### src/sv/vlrb_pkg.sv
`timescale 1ns / 1ps
package vlrb_pkg;

	localparam int DEFAULT_MAX_QUEUES = 4;
	localparam int DEFAULT_PAGE_BYTES = 4096;

	localparam int RING_ALIGN_MASK = 4095;
	localparam logic [7:0] DEV_CFG_BASE = 8'd20;

	// legacy BAR 0 layout
	localparam logic [7:0] PORT_DEV_FEAT   = 8'd0;
	localparam logic [7:0] PORT_DRV_FEAT   = 8'd4;
	localparam logic [7:0] PORT_QUEUE_PFN  = 8'd8;
	localparam logic [7:0] PORT_QUEUE_SIZE = 8'd12;
	localparam logic [7:0] PORT_QUEUE_SEL  = 8'd14;
	localparam logic [7:0] PORT_NOTIFY     = 8'd16;
	localparam logic [7:0] PORT_STATUS     = 8'd18;
	localparam logic [7:0] PORT_ISR        = 8'd19;

	localparam logic [2:0] BYTES_1 = 3'd1;
	localparam logic [2:0] BYTES_2 = 3'd2;
	localparam logic [2:0] BYTES_4 = 3'd4;

	localparam logic [1:0] CFG_OFFERED_FEATURES = 2'd0;
	localparam logic [1:0] CFG_QUEUE_COUNT      = 2'd1;
	localparam logic [1:0] CFG_GUEST_MEMORY     = 2'd2;

	typedef enum logic [1:0] {
		MODE_READ  = 2'd0,
		MODE_WRITE = 2'd1,
		MODE_USED  = 2'd2
	} mode_t;

	typedef enum logic [2:0] {
		RC_OK    = 3'd0,
		RC_UNSUP = 3'd1,
		RC_SIZE  = 3'd2,
		RC_FEAT  = 3'd3,
		RC_RANGE = 3'd4,
		RC_DEV   = 3'd5
	} result_t;

endpackage

### src/sv/virtio_legacy_register_block_unit.sv
`timescale 1ns / 1ps
// An accepted beat is registered in the input stage, then in the output register.
// Throughput: one beat per cycle while out_ready is high; with both stages full, in_ready follows out_ready.
// The PFN ring check is a single wide add of the page base and a narrow
// size-derived tail, then a compare against guest memory size.
// Reset (arst_n low, asynchronous): pipeline empty, device and queue state zero,
// configuration zero except queue_count one.
module virtio_legacy_register_block_unit
	import vlrb_pkg::*;
#(
	parameter int MAX_QUEUES = DEFAULT_MAX_QUEUES,
	parameter int PAGE_BYTES = DEFAULT_PAGE_BYTES
) (
	input  logic        clk,
	input  logic        arst_n,

	input  logic        psel,
	input  logic        penable,
	input  logic        pwrite,
	input  logic [4:0]  paddr,
	input  logic [63:0] pwdata,
	output logic [63:0] prdata,
	output logic        pready,

	input  logic        in_valid,
	output logic        in_ready,
	input  logic [1:0]  mode,
	input  logic [2:0]  bar_number,
	input  logic [7:0]  port_offset,
	input  logic [2:0]  access_bytes,
	input  logic [31:0] write_value,

	output logic        out_valid,
	input  logic        out_ready,
	output logic [2:0]  result_code,
	output logic [31:0] read_value,
	output logic [2:0]  read_bytes,
	output logic        notify_strobe,
	output logic [1:0]  notify_queue,
	output logic        interrupt_pending,
	output logic [43:0] descriptor_base,
	output logic [43:0] avail_base,
	output logic [43:0] used_base,
	output logic [7:0]  dev_region_offset
);

	localparam int QSEL_W     = (MAX_QUEUES > 1) ? $clog2(MAX_QUEUES) : 1;
	localparam int PAGE_SHIFT = $clog2(PAGE_BYTES);
	localparam int SUM_W      = 32 + PAGE_SHIFT + 2;
	localparam int CMP_W      = (SUM_W > 49) ? SUM_W : 49;
	localparam int RING_W     = 22;

	// configuration
	logic [31:0] offered_features_q;
	logic [2:0]  queue_count_q;
	logic [47:0] guest_memory_q;
	logic        cfg_wr;

	// architectural state
	logic [7:0]        device_status_q;
	logic [QSEL_W-1:0] queue_select_q;
	logic [7:0]        isr_q;
	logic [31:0]       queue_pfn_q  [MAX_QUEUES];
	logic [15:0]       queue_size_q [MAX_QUEUES];

	// input stage
	logic        valid_s1;
	mode_t       mode_s1;
	logic [2:0]  bar_s1;
	logic [7:0]  port_s1;
	logic [2:0]  bytes_s1;
	logic [31:0] wval_s1;
	logic        adv;

	// next state and results
	logic [7:0]        status_n;
	logic [QSEL_W-1:0] qsel_n;
	logic [7:0]        isr_n;
	logic              pfn_we;
	logic [31:0]       pfn_wd;
	logic              size_we;
	logic [15:0]       size_wd;
	result_t           code;
	logic [31:0]       rval;
	logic [2:0]        rbytes;
	logic              nstb;
	logic [1:0]        nq;
	logic [43:0]       desc_o;
	logic [43:0]       avail_o;
	logic [43:0]       used_o;
	logic [7:0]        doff;

	// queue decode
	logic [6:0]  live;
	logic        sel_ok;
	logic        v16_ok;
	logic [15:0] v16;
	logic [31:0] pfn_rd;
	logic [15:0] size_rd;

	// ring layout
	logic [RING_W-1:0] ring_hdr;
	logic [RING_W-1:0] ring_used;
	logic [RING_W-1:0] ring_tail;
	logic [SUM_W-1:0]  desc_w;
	logic [SUM_W-1:0]  avail_w;
	logic [SUM_W-1:0]  used_w;
	logic [CMP_W-1:0]  end_w;
	logic              ring_bad;

	logic        out_valid_q;
	result_t     code_q;
	logic [31:0] rval_q;
	logic [2:0]  rbytes_q;
	logic        nstb_q;
	logic [1:0]  nq_q;
	logic        irq_q;
	logic [43:0] desc_q;
	logic [43:0] avail_q;
	logic [43:0] used_q;
	logic [7:0]  doff_q;

	// configuration port
	assign pready = 1'b1;
	assign cfg_wr = psel && penable && pwrite;

	always_ff @(posedge clk or negedge arst_n) begin
		if (!arst_n) begin
			offered_features_q <= '0;
			queue_count_q      <= 3'd1;
			guest_memory_q     <= '0;
		end else if (cfg_wr) begin
			case (paddr[4:3])
				CFG_OFFERED_FEATURES: offered_features_q <= pwdata[31:0];
				CFG_QUEUE_COUNT:      queue_count_q      <= pwdata[2:0];
				CFG_GUEST_MEMORY:     guest_memory_q     <= pwdata[47:0];
				default: ;
			endcase
		end
	end

	always_comb begin
		case (paddr[4:3])
			CFG_OFFERED_FEATURES: prdata = {32'd0, offered_features_q};
			CFG_QUEUE_COUNT:      prdata = {61'd0, queue_count_q};
			CFG_GUEST_MEMORY:     prdata = {16'd0, guest_memory_q};
			default:              prdata = '0;
		endcase
	end

	// handshake
	assign adv      = valid_s1 && (!out_valid_q || out_ready);
	assign in_ready = !valid_s1 || !out_valid_q || out_ready;

	always_ff @(posedge clk or negedge arst_n) begin
		if (!arst_n) begin
			valid_s1 <= 1'b0;
		end else if (in_valid && in_ready) begin
			valid_s1 <= 1'b1;
		end else if (adv) begin
			valid_s1 <= 1'b0;
		end
	end

	always_ff @(posedge clk) begin
		if (in_valid && in_ready) begin
			mode_s1  <= mode_t'(mode);
			bar_s1   <= bar_number;
			port_s1  <= port_offset;
			bytes_s1 <= access_bytes;
			wval_s1  <= write_value;
		end
	end

	// queue decode
	assign live    = ({4'd0, queue_count_q} < 7'(MAX_QUEUES)) ? {4'd0, queue_count_q}
		: 7'(MAX_QUEUES);
	assign sel_ok  = 7'(queue_select_q) < live;
	assign v16     = wval_s1[15:0];
	assign v16_ok  = v16 < {9'd0, live};
	assign pfn_rd  = queue_pfn_q[queue_select_q];
	assign size_rd = queue_size_q[queue_select_q];

	// desc is page aligned, so the used ring offset depends on size alone
	assign ring_hdr  = RING_W'(size_rd) * RING_W'(18) + RING_W'(6);
	assign ring_used = (ring_hdr + RING_W'(RING_ALIGN_MASK)) & ~RING_W'(RING_ALIGN_MASK);
	assign ring_tail = ring_used + (RING_W'(size_rd) << 3) + RING_W'(6);
	assign desc_w    = SUM_W'(wval_s1) << PAGE_SHIFT;
	assign avail_w   = desc_w + (SUM_W'(size_rd) << 4);
	assign used_w    = desc_w + SUM_W'(ring_used);
	assign end_w     = CMP_W'(desc_w) + CMP_W'(ring_tail);
	assign ring_bad  = end_w > CMP_W'(guest_memory_q);

	always_comb begin
		status_n = device_status_q;
		qsel_n   = queue_select_q;
		isr_n    = isr_q;
		pfn_we   = 1'b0;
		pfn_wd   = wval_s1;
		size_we  = 1'b0;
		size_wd  = v16;
		code     = RC_OK;
		rval     = '0;
		rbytes   = '0;
		nstb     = 1'b0;
		nq       = '0;
		desc_o   = '0;
		avail_o  = '0;
		used_o   = '0;
		doff     = '0;
		case (mode_s1)
			MODE_USED: begin
				isr_n = isr_q | 8'd1;
			end
			MODE_READ: begin
				if (bar_s1 != 3'd0) begin
					code = RC_UNSUP;
				end else begin
					case (port_s1)
						PORT_DEV_FEAT: begin
							rval   = offered_features_q;
							rbytes = BYTES_4;
						end
						PORT_QUEUE_PFN: begin
							if (!sel_ok) begin
								code = RC_UNSUP;
							end else begin
								rval   = pfn_rd;
								rbytes = BYTES_4;
							end
						end
						PORT_QUEUE_SIZE: begin
							if (!sel_ok) begin
								code = RC_UNSUP;
							end else begin
								rval   = {16'd0, size_rd};
								rbytes = BYTES_2;
							end
						end
						PORT_STATUS: begin
							rval   = {24'd0, device_status_q};
							rbytes = BYTES_1;
						end
						PORT_ISR: begin
							rval   = {24'd0, isr_q};
							rbytes = BYTES_1;
							isr_n  = '0;
						end
						default: begin
							if (port_s1 >= DEV_CFG_BASE) begin
								code = RC_DEV;
								doff = port_s1 - DEV_CFG_BASE;
							end else begin
								code = RC_UNSUP;
							end
						end
					endcase
				end
			end
			MODE_WRITE: begin
				if (bar_s1 != 3'd0) begin
					code = RC_UNSUP;
				end else begin
					case (port_s1)
						PORT_DRV_FEAT: begin
							if (bytes_s1 != BYTES_4) begin
								code = RC_SIZE;
							end else if (wval_s1 != offered_features_q) begin
								code = RC_FEAT;
							end
						end
						PORT_STATUS: begin
							if (bytes_s1 != BYTES_1) begin
								code = RC_SIZE;
							end else begin
								status_n = wval_s1[7:0];
							end
						end
						PORT_QUEUE_PFN: begin
							if (bytes_s1 != BYTES_4) begin
								code = RC_SIZE;
							end else if (!sel_ok) begin
								code = RC_UNSUP;
							end else if (ring_bad) begin
								code    = RC_RANGE;
								pfn_we  = 1'b1;
								pfn_wd  = '0;
								size_we = 1'b1;
								size_wd = '0;
							end else begin
								pfn_we  = 1'b1;
								desc_o  = desc_w[43:0];
								avail_o = avail_w[43:0];
								used_o  = used_w[43:0];
							end
						end
						PORT_QUEUE_SIZE: begin
							if (bytes_s1 != BYTES_2) begin
								code = RC_SIZE;
							end else if (!sel_ok) begin
								code = RC_UNSUP;
							end else begin
								size_we = 1'b1;
							end
						end
						PORT_QUEUE_SEL: begin
							if (bytes_s1 != BYTES_2) begin
								code = RC_SIZE;
							end else if (!v16_ok) begin
								code = RC_UNSUP;
							end else begin
								qsel_n = v16[QSEL_W-1:0];
							end
						end
						PORT_NOTIFY: begin
							if (bytes_s1 != BYTES_2) begin
								code = RC_SIZE;
							end else if (!v16_ok) begin
								code = RC_UNSUP;
							end else begin
								nstb = 1'b1;
								nq   = v16[1:0];
							end
						end
						default: begin
							if (port_s1 >= DEV_CFG_BASE) begin
								code = RC_DEV;
								doff = port_s1 - DEV_CFG_BASE;
							end else begin
								code = RC_UNSUP;
							end
						end
					endcase
				end
			end
			default: ;
		endcase
	end

	always_ff @(posedge clk or negedge arst_n) begin
		if (!arst_n) begin
			device_status_q <= '0;
			queue_select_q  <= '0;
			isr_q           <= '0;
		end else if (adv) begin
			device_status_q <= status_n;
			queue_select_q  <= qsel_n;
			isr_q           <= isr_n;
		end
	end

	always_ff @(posedge clk or negedge arst_n) begin
		if (!arst_n) begin
			for (int i = 0; i < MAX_QUEUES; i++) begin
				queue_pfn_q[i]  <= '0;
				queue_size_q[i] <= '0;
			end
		end else if (adv) begin
			for (int i = 0; i < MAX_QUEUES; i++) begin
				if (queue_select_q == QSEL_W'(i)) begin
					if (pfn_we) begin
						queue_pfn_q[i] <= pfn_wd;
					end
					if (size_we) begin
						queue_size_q[i] <= size_wd;
					end
				end
			end
		end
	end

	// output register
	always_ff @(posedge clk or negedge arst_n) begin
		if (!arst_n) begin
			out_valid_q <= 1'b0;
		end else if (adv) begin
			out_valid_q <= 1'b1;
		end else if (out_ready) begin
			out_valid_q <= 1'b0;
		end
	end

	always_ff @(posedge clk) begin
		if (adv) begin
			code_q   <= code;
			rval_q   <= rval;
			rbytes_q <= rbytes;
			nstb_q   <= nstb;
			nq_q     <= nq;
			irq_q    <= isr_n != 8'd0;
			desc_q   <= desc_o;
			avail_q  <= avail_o;
			used_q   <= used_o;
			doff_q   <= doff;
		end
	end

	assign out_valid         = out_valid_q;
	assign result_code       = code_q;
	assign read_value        = rval_q;
	assign read_bytes        = rbytes_q;
	assign notify_strobe     = nstb_q;
	assign notify_queue      = nq_q;
	assign interrupt_pending = irq_q;
	assign descriptor_base   = desc_q;
	assign avail_base        = avail_q;
	assign used_base         = used_q;
	assign dev_region_offset = doff_q;

endmodule

### config.mk
export PLATFORM = sky130hd
export DESIGN_NAME = virtio_legacy_register_block_unit
export DESIGN_NICKNAME = d
export VERILOG_FILES = /design/src/sv/vlrb_pkg.sv /design/src/sv/virtio_legacy_register_block_unit.sv
export SDC_FILE = /design/constraint.sdc
export NUM_CORES = 1
export LEC_CHECK = 0
export ABC_AREA = 0
export BUFFER_PORTS_ARGS = -buffer_cell sky130_fd_sc_hd__buf_4
export CAP_MARGIN = 25
export CELL_PAD_IN_SITES_DETAIL_PLACEMENT = 1
export CELL_PAD_IN_SITES_GLOBAL_PLACEMENT = 1
export CORE_ASPECT_RATIO = 1.75
export CORE_MARGIN = 1.5
export CORE_UTILIZATION = 50
export CTS_CLUSTER_SIZE = 12
export DETAILED_ROUTE_END_ITERATION = 10
export PLACE_DENSITY = 0.95
export RECOVER_POWER = 100
export SLEW_MARGIN = 20
export SYNTH_ARGS = -nofsm -noshare
export SYNTH_HDL_FRONTEND = slang
export SYNTH_SLANG_ARGS = --single-unit
### constraint.sdc
create_clock -name clk -period 26.8 [get_ports clk]
set_input_delay 5.36 -clock clk [delete_from_list [all_inputs] [get_ports clk]]
set_output_delay 5.36 -clock clk [all_outputs]
set_load 0.02 [all_outputs]
==> reports/metrics.cfg <==
[pwr]
pwr-share-seq_pct=48.8
clock_power_share_pct=36.5
swShare_pct=29.81
static-leakage-power_nw=12.55
vdd_drop_max_uv=58.86
power.combinational.fraction_pct=14.6
p_sw_w=0.0005515
power.density_nw_per_um2=62.78
internal_power_w=0.001299

[critical_path]
crit_type=flip-flop to flip-flop
worstPathRequired_ps=27260
arrival_ps=18300
crit_path_top_delay_cell=sky130_fd_sc_hd__clkbuf_1
setup.worst_path.start_class=flip-flop
endpoint_kind=flip-flop
slowest_delay_ps=2990
crit_path_max_fanout=84

[routing]
1st_pass_router_iterations=5
num_vias=20487
remaining_drc_errors=0
initialDrtViolationCount=1647
vias_per_cell=6.366
drt_wl_total_um=97670
drt-wirelength-per-cell_um=30.35
antenna_left=0

[placement]
placed_cells=3123
placement.io_buffers=308
globalplace.congestion=0.9614
detailedPlace.worstSlack_ps=14630
hpwlAfterDp_um=67000

[clock_network]
max-clock-path-buffers=3
clk_pin_slew_ps=70
cts_num_sinks=497
cts.repair_timing.setup_buffer_count=0
clkLatencyLatePin_ps=620
numCtsBuffers=49
root_buffer_selected_by_cts=sky130_fd_sc_hd__clkbuf_16
post_cts_resized=0
hold_buffers=0
ctsHtreeMaxLevel=2
clock_tree_from_tritoncts=yes

[sta]
max_clock_freq_mhz=56.03
final_hold_viol_count=0
rsz0062_at_grt=no
setup_tns_ps=0
clock-skew-final_ps=41.52
layout_worst_path_cycle_share_pct=66.60
setup_violations=0
finalMaxSlewViolations=878
minimum_period_implied_by_the_final_worst_setup_slack_ps=17850
setup_ws_ps=8952
worstMarginPinSlew_ps=4298
max-slew-margin-rel_pct=-186.6

[die]
die_ht_um=305.6
floorplan.initialDensity_pct=50.70
top_level_i_o_count=373
core_area_um2=51610
die_x_um=175.9
placement_rows=110
floorplan.die_area_um2=53770

[yosys]
seq_area_frac_synth_pct=51.39
post_synth_inst_count=2240
synth_warnings=0
synth_cell_types=74
synth-async-reset-ratio_pct=59.36
syn_avg_cell_area_um2=11.68
post_synth_instance_area_um2=26170
main_flop_type_after_synthesis=sky130_fd_sc_hd__dfrtp_1
synth_edf_count=202
yosys_register_bits=497

[global_route]
grt_first_pass_wirelength_um=142700
first_global_vias=22492
overflow=0
pin_count_of_the_biggest_net_entering_global_routing=146
gr-usage-all-layers_pct=36.10
antenna_found_initial=5

[hold_path]
type_of_the_most_critical_hold_path=flip-flop to flip-flop

[layout]
finish.net_count=2748
flow.area_growth_from_synthesis_pct=12.61
final_util_pct=57.10
drive_gt1_share_pct=15.47
fin_cells=3218

[status]
failed_checks=max-capacitance violations, max-slew violations
run_status=finished, violations left

[run]
drv_cap=15

[state kept, by name (all words and copies together), names as in the netlist, 32 cells and up]
signal and flops:
guest_memory_q 48, queue_size_q 64, queue_pfn_q 128, read_value 32, descriptor_base 32, avail_base 40
wval_s1 32, offered_features_q 32, used_base 32
[logic make-up (layout without fill, tap and decap cells)]
kind of cell,count (synthesis),count (layout),synth area share (%)
DFF,497,497,51.39
and+or+nand+nor,626,626,11.47
buffers and inverters,256,513,4.514
xor gates and xnor gates,139,139,4.681
muxes,263,263,13.62
adders and majority gates,118,118,5.785
other,2,51,0.02870
AOI/OAI and AO/OA,339,339,8.506
[power groups by stage]
stage | logic, W | registers, W | clock network [W]
after global routing | 0.000287 | 0.000906 | 0.000701
after global placement | 0.000260 | 0.000905 | 0
after floorplan | 0.000142 | 0.000908 | 0
after CTS | 0.000284 | 0.000898 | 0.000678
final | 0.000271 | 0.000904 | 0.000676
after detailed placement | 0.000278 | 0.000911 | 0
[layout make-up]
| class | count | area [um2] |
|---|---|---|
| Antenna cell | 5 | 12.51 |
| Clock buffer | 79 | 1380 |
| Clock inverter | 7 | 117.6 |
| Fill cell | 5449 | 22140 |
| Inverter | 90 | 339.1 |
| Multi-Input combinational cell | 1531 | 11610 |
| Sequential cell | 497 | 13450 |
| Tap cell | 672 | 840.8 |
| Timing Repair Buffer | 337 | 1719 |
[cells in the mapped netlist, drive strengths merged (10+ instances only)]
| library cell | count | area [um2] |
|---|---|---|
| mux2i | 40 | 400.4 |
| a22oi | 26 | 195.2 |
| nor3 | 31 | 171.4 |
| a221oi | 10 | 87.58 |
| xnor2 | 119 | 1050 |
| a21o | 33 | 247.7 |
| nor2 | 179 | 671.9 |
| nand2b | 12 | 75.07 |
| nor2b | 25 | 156.4 |
| xor2 | 20 | 175.2 |
| o21ai | 82 | 410.4 |
| buf | 80 | 520.5 |
| edfxtp | 202 | 6066 |
| inv | 83 | 311.6 |
| nor4 | 14 | 115.1 |
| clkbuf | 86 | 322.8 |
| nand2 | 196 | 735.7 |
| mux4 | 48 | 1081 |
| mux2 | 175 | 2083 |
| nand3 | 33 | 185.2 |
| o31ai | 69 | 518.0 |
| dfrtp | 294 | 7357 |
| nand4 | 30 | 187.7 |
| ha | 113 | 1414 |
| and3 | 18 | 117.6 |
| a21oi | 69 | 345.3 |
| and2 | 61 | 381.6 |
[stage by stage]
stage	cell area, um2	total power (W)	hold slack (ps)
finish	29470	0.001850	483.3
detailed placement	28890	0.001190	470.1
global route	29470	0.001894	515.1
global placement	28890	0.001165	453.8
CTS	30390	0.001861	484.9
floorplan	26330	0.001050	443.2
[per-layer routing]
metal | GRT usage (%) | vias up | part of all wire, %
li1 | - | 8431 | -
met1 | 36.96 | 10251 | 32
met2 | 61.62 | 1261 | 50
met3 | 7.898 | 542 | 7.8
met4 | 31.66 | 2 | 11
met5 | 0 | - | 0.013
[cells in the final DEF (no fill, tap or decap), types with 7 or more instances in the layout]
| master | count |
|---|---|
| sky130_fd_sc_hd__a21o_1 | 33 |
| sky130_fd_sc_hd__nor3_1 | 29 |
| sky130_fd_sc_hd__nand2_1 | 195 |
| sky130_fd_sc_hd__clkbuf_16 | 50 |
| sky130_fd_sc_hd__xnor2_1 | 118 |
| sky130_fd_sc_hd__o31ai_1 | 69 |
| sky130_fd_sc_hd__nand2b_1 | 11 |
| sky130_fd_sc_hd__and2_0 | 42 |
| sky130_fd_sc_hd__mux2_1 | 38 |
| sky130_fd_sc_hd__o21bai_1 | 7 |
| sky130_fd_sc_hd__a21oi_1 | 68 |
| sky130_fd_sc_hd__nor2_1 | 179 |
| sky130_fd_sc_hd__a221oi_1 | 10 |
| sky130_fd_sc_hd__nor2b_1 | 25 |
| sky130_fd_sc_hd__mux2_2 | 137 |
| sky130_fd_sc_hd__clkbuf_4 | 41 |
| sky130_fd_sc_hd__and2_1 | 17 |
| sky130_fd_sc_hd__xor2_1 | 20 |
| sky130_fd_sc_hd__mux4_2 | 48 |
| sky130_fd_sc_hd__clkbuf_1 | 243 |
| sky130_fd_sc_hd__nand3_1 | 29 |
| sky130_fd_sc_hd__mux2i_1 | 40 |
| sky130_fd_sc_hd__dfrtp_1 | 293 |
| sky130_fd_sc_hd__o21ai_0 | 79 |
| sky130_fd_sc_hd__and4_1 | 7 |
| sky130_fd_sc_hd__a22oi_1 | 26 |
| sky130_fd_sc_hd__o21a_1 | 7 |
| sky130_fd_sc_hd__nand4_1 | 30 |
| sky130_fd_sc_hd__nor4_1 | 12 |
| sky130_fd_sc_hd__edfxtp_1 | 202 |
| sky130_fd_sc_hd__and3_1 | 18 |
| sky130_fd_sc_hd__conb_1 | 46 |
| sky130_fd_sc_hd__clkinv_1 | 7 |
| sky130_fd_sc_hd__inv_1 | 80 |
| sky130_fd_sc_hd__ha_1 | 113 |
| sky130_fd_sc_hd__buf_4 | 80 |
[final timing paths]
kind	cells after the start	to	from	slack (ps)
worst min register to register	2	queue_pfn_q[54]	queue_pfn_q[54]	480
max in group asynchronous	4	guest_memory_q[37]	arst_n	11930
worst max-delay path	39	queue_size_q[61]	queue_select_q[0]	8950
worst max register to register	39	queue_size_q[61]	queue_select_q[0]	8950
min in group asynchronous	1	queue_pfn_q[64]	arst_n	6270
worst min-delay path	2	queue_pfn_q[54]	queue_pfn_q[54]	480
[critical path, delay by kind of cell (launching register included)]
kind                       cells  cell delay (ps)
buffers and inverters          4             5730
and+or+nand+nor               13             3370
AOI/OAI and AO/OA             12             2940
adders and majority gates      6             2260
muxes                          2             1610
DFF                            1             1130
xor gates and xnor gates       2              590
Note: power is estimated with default switching activity, not from simulation.
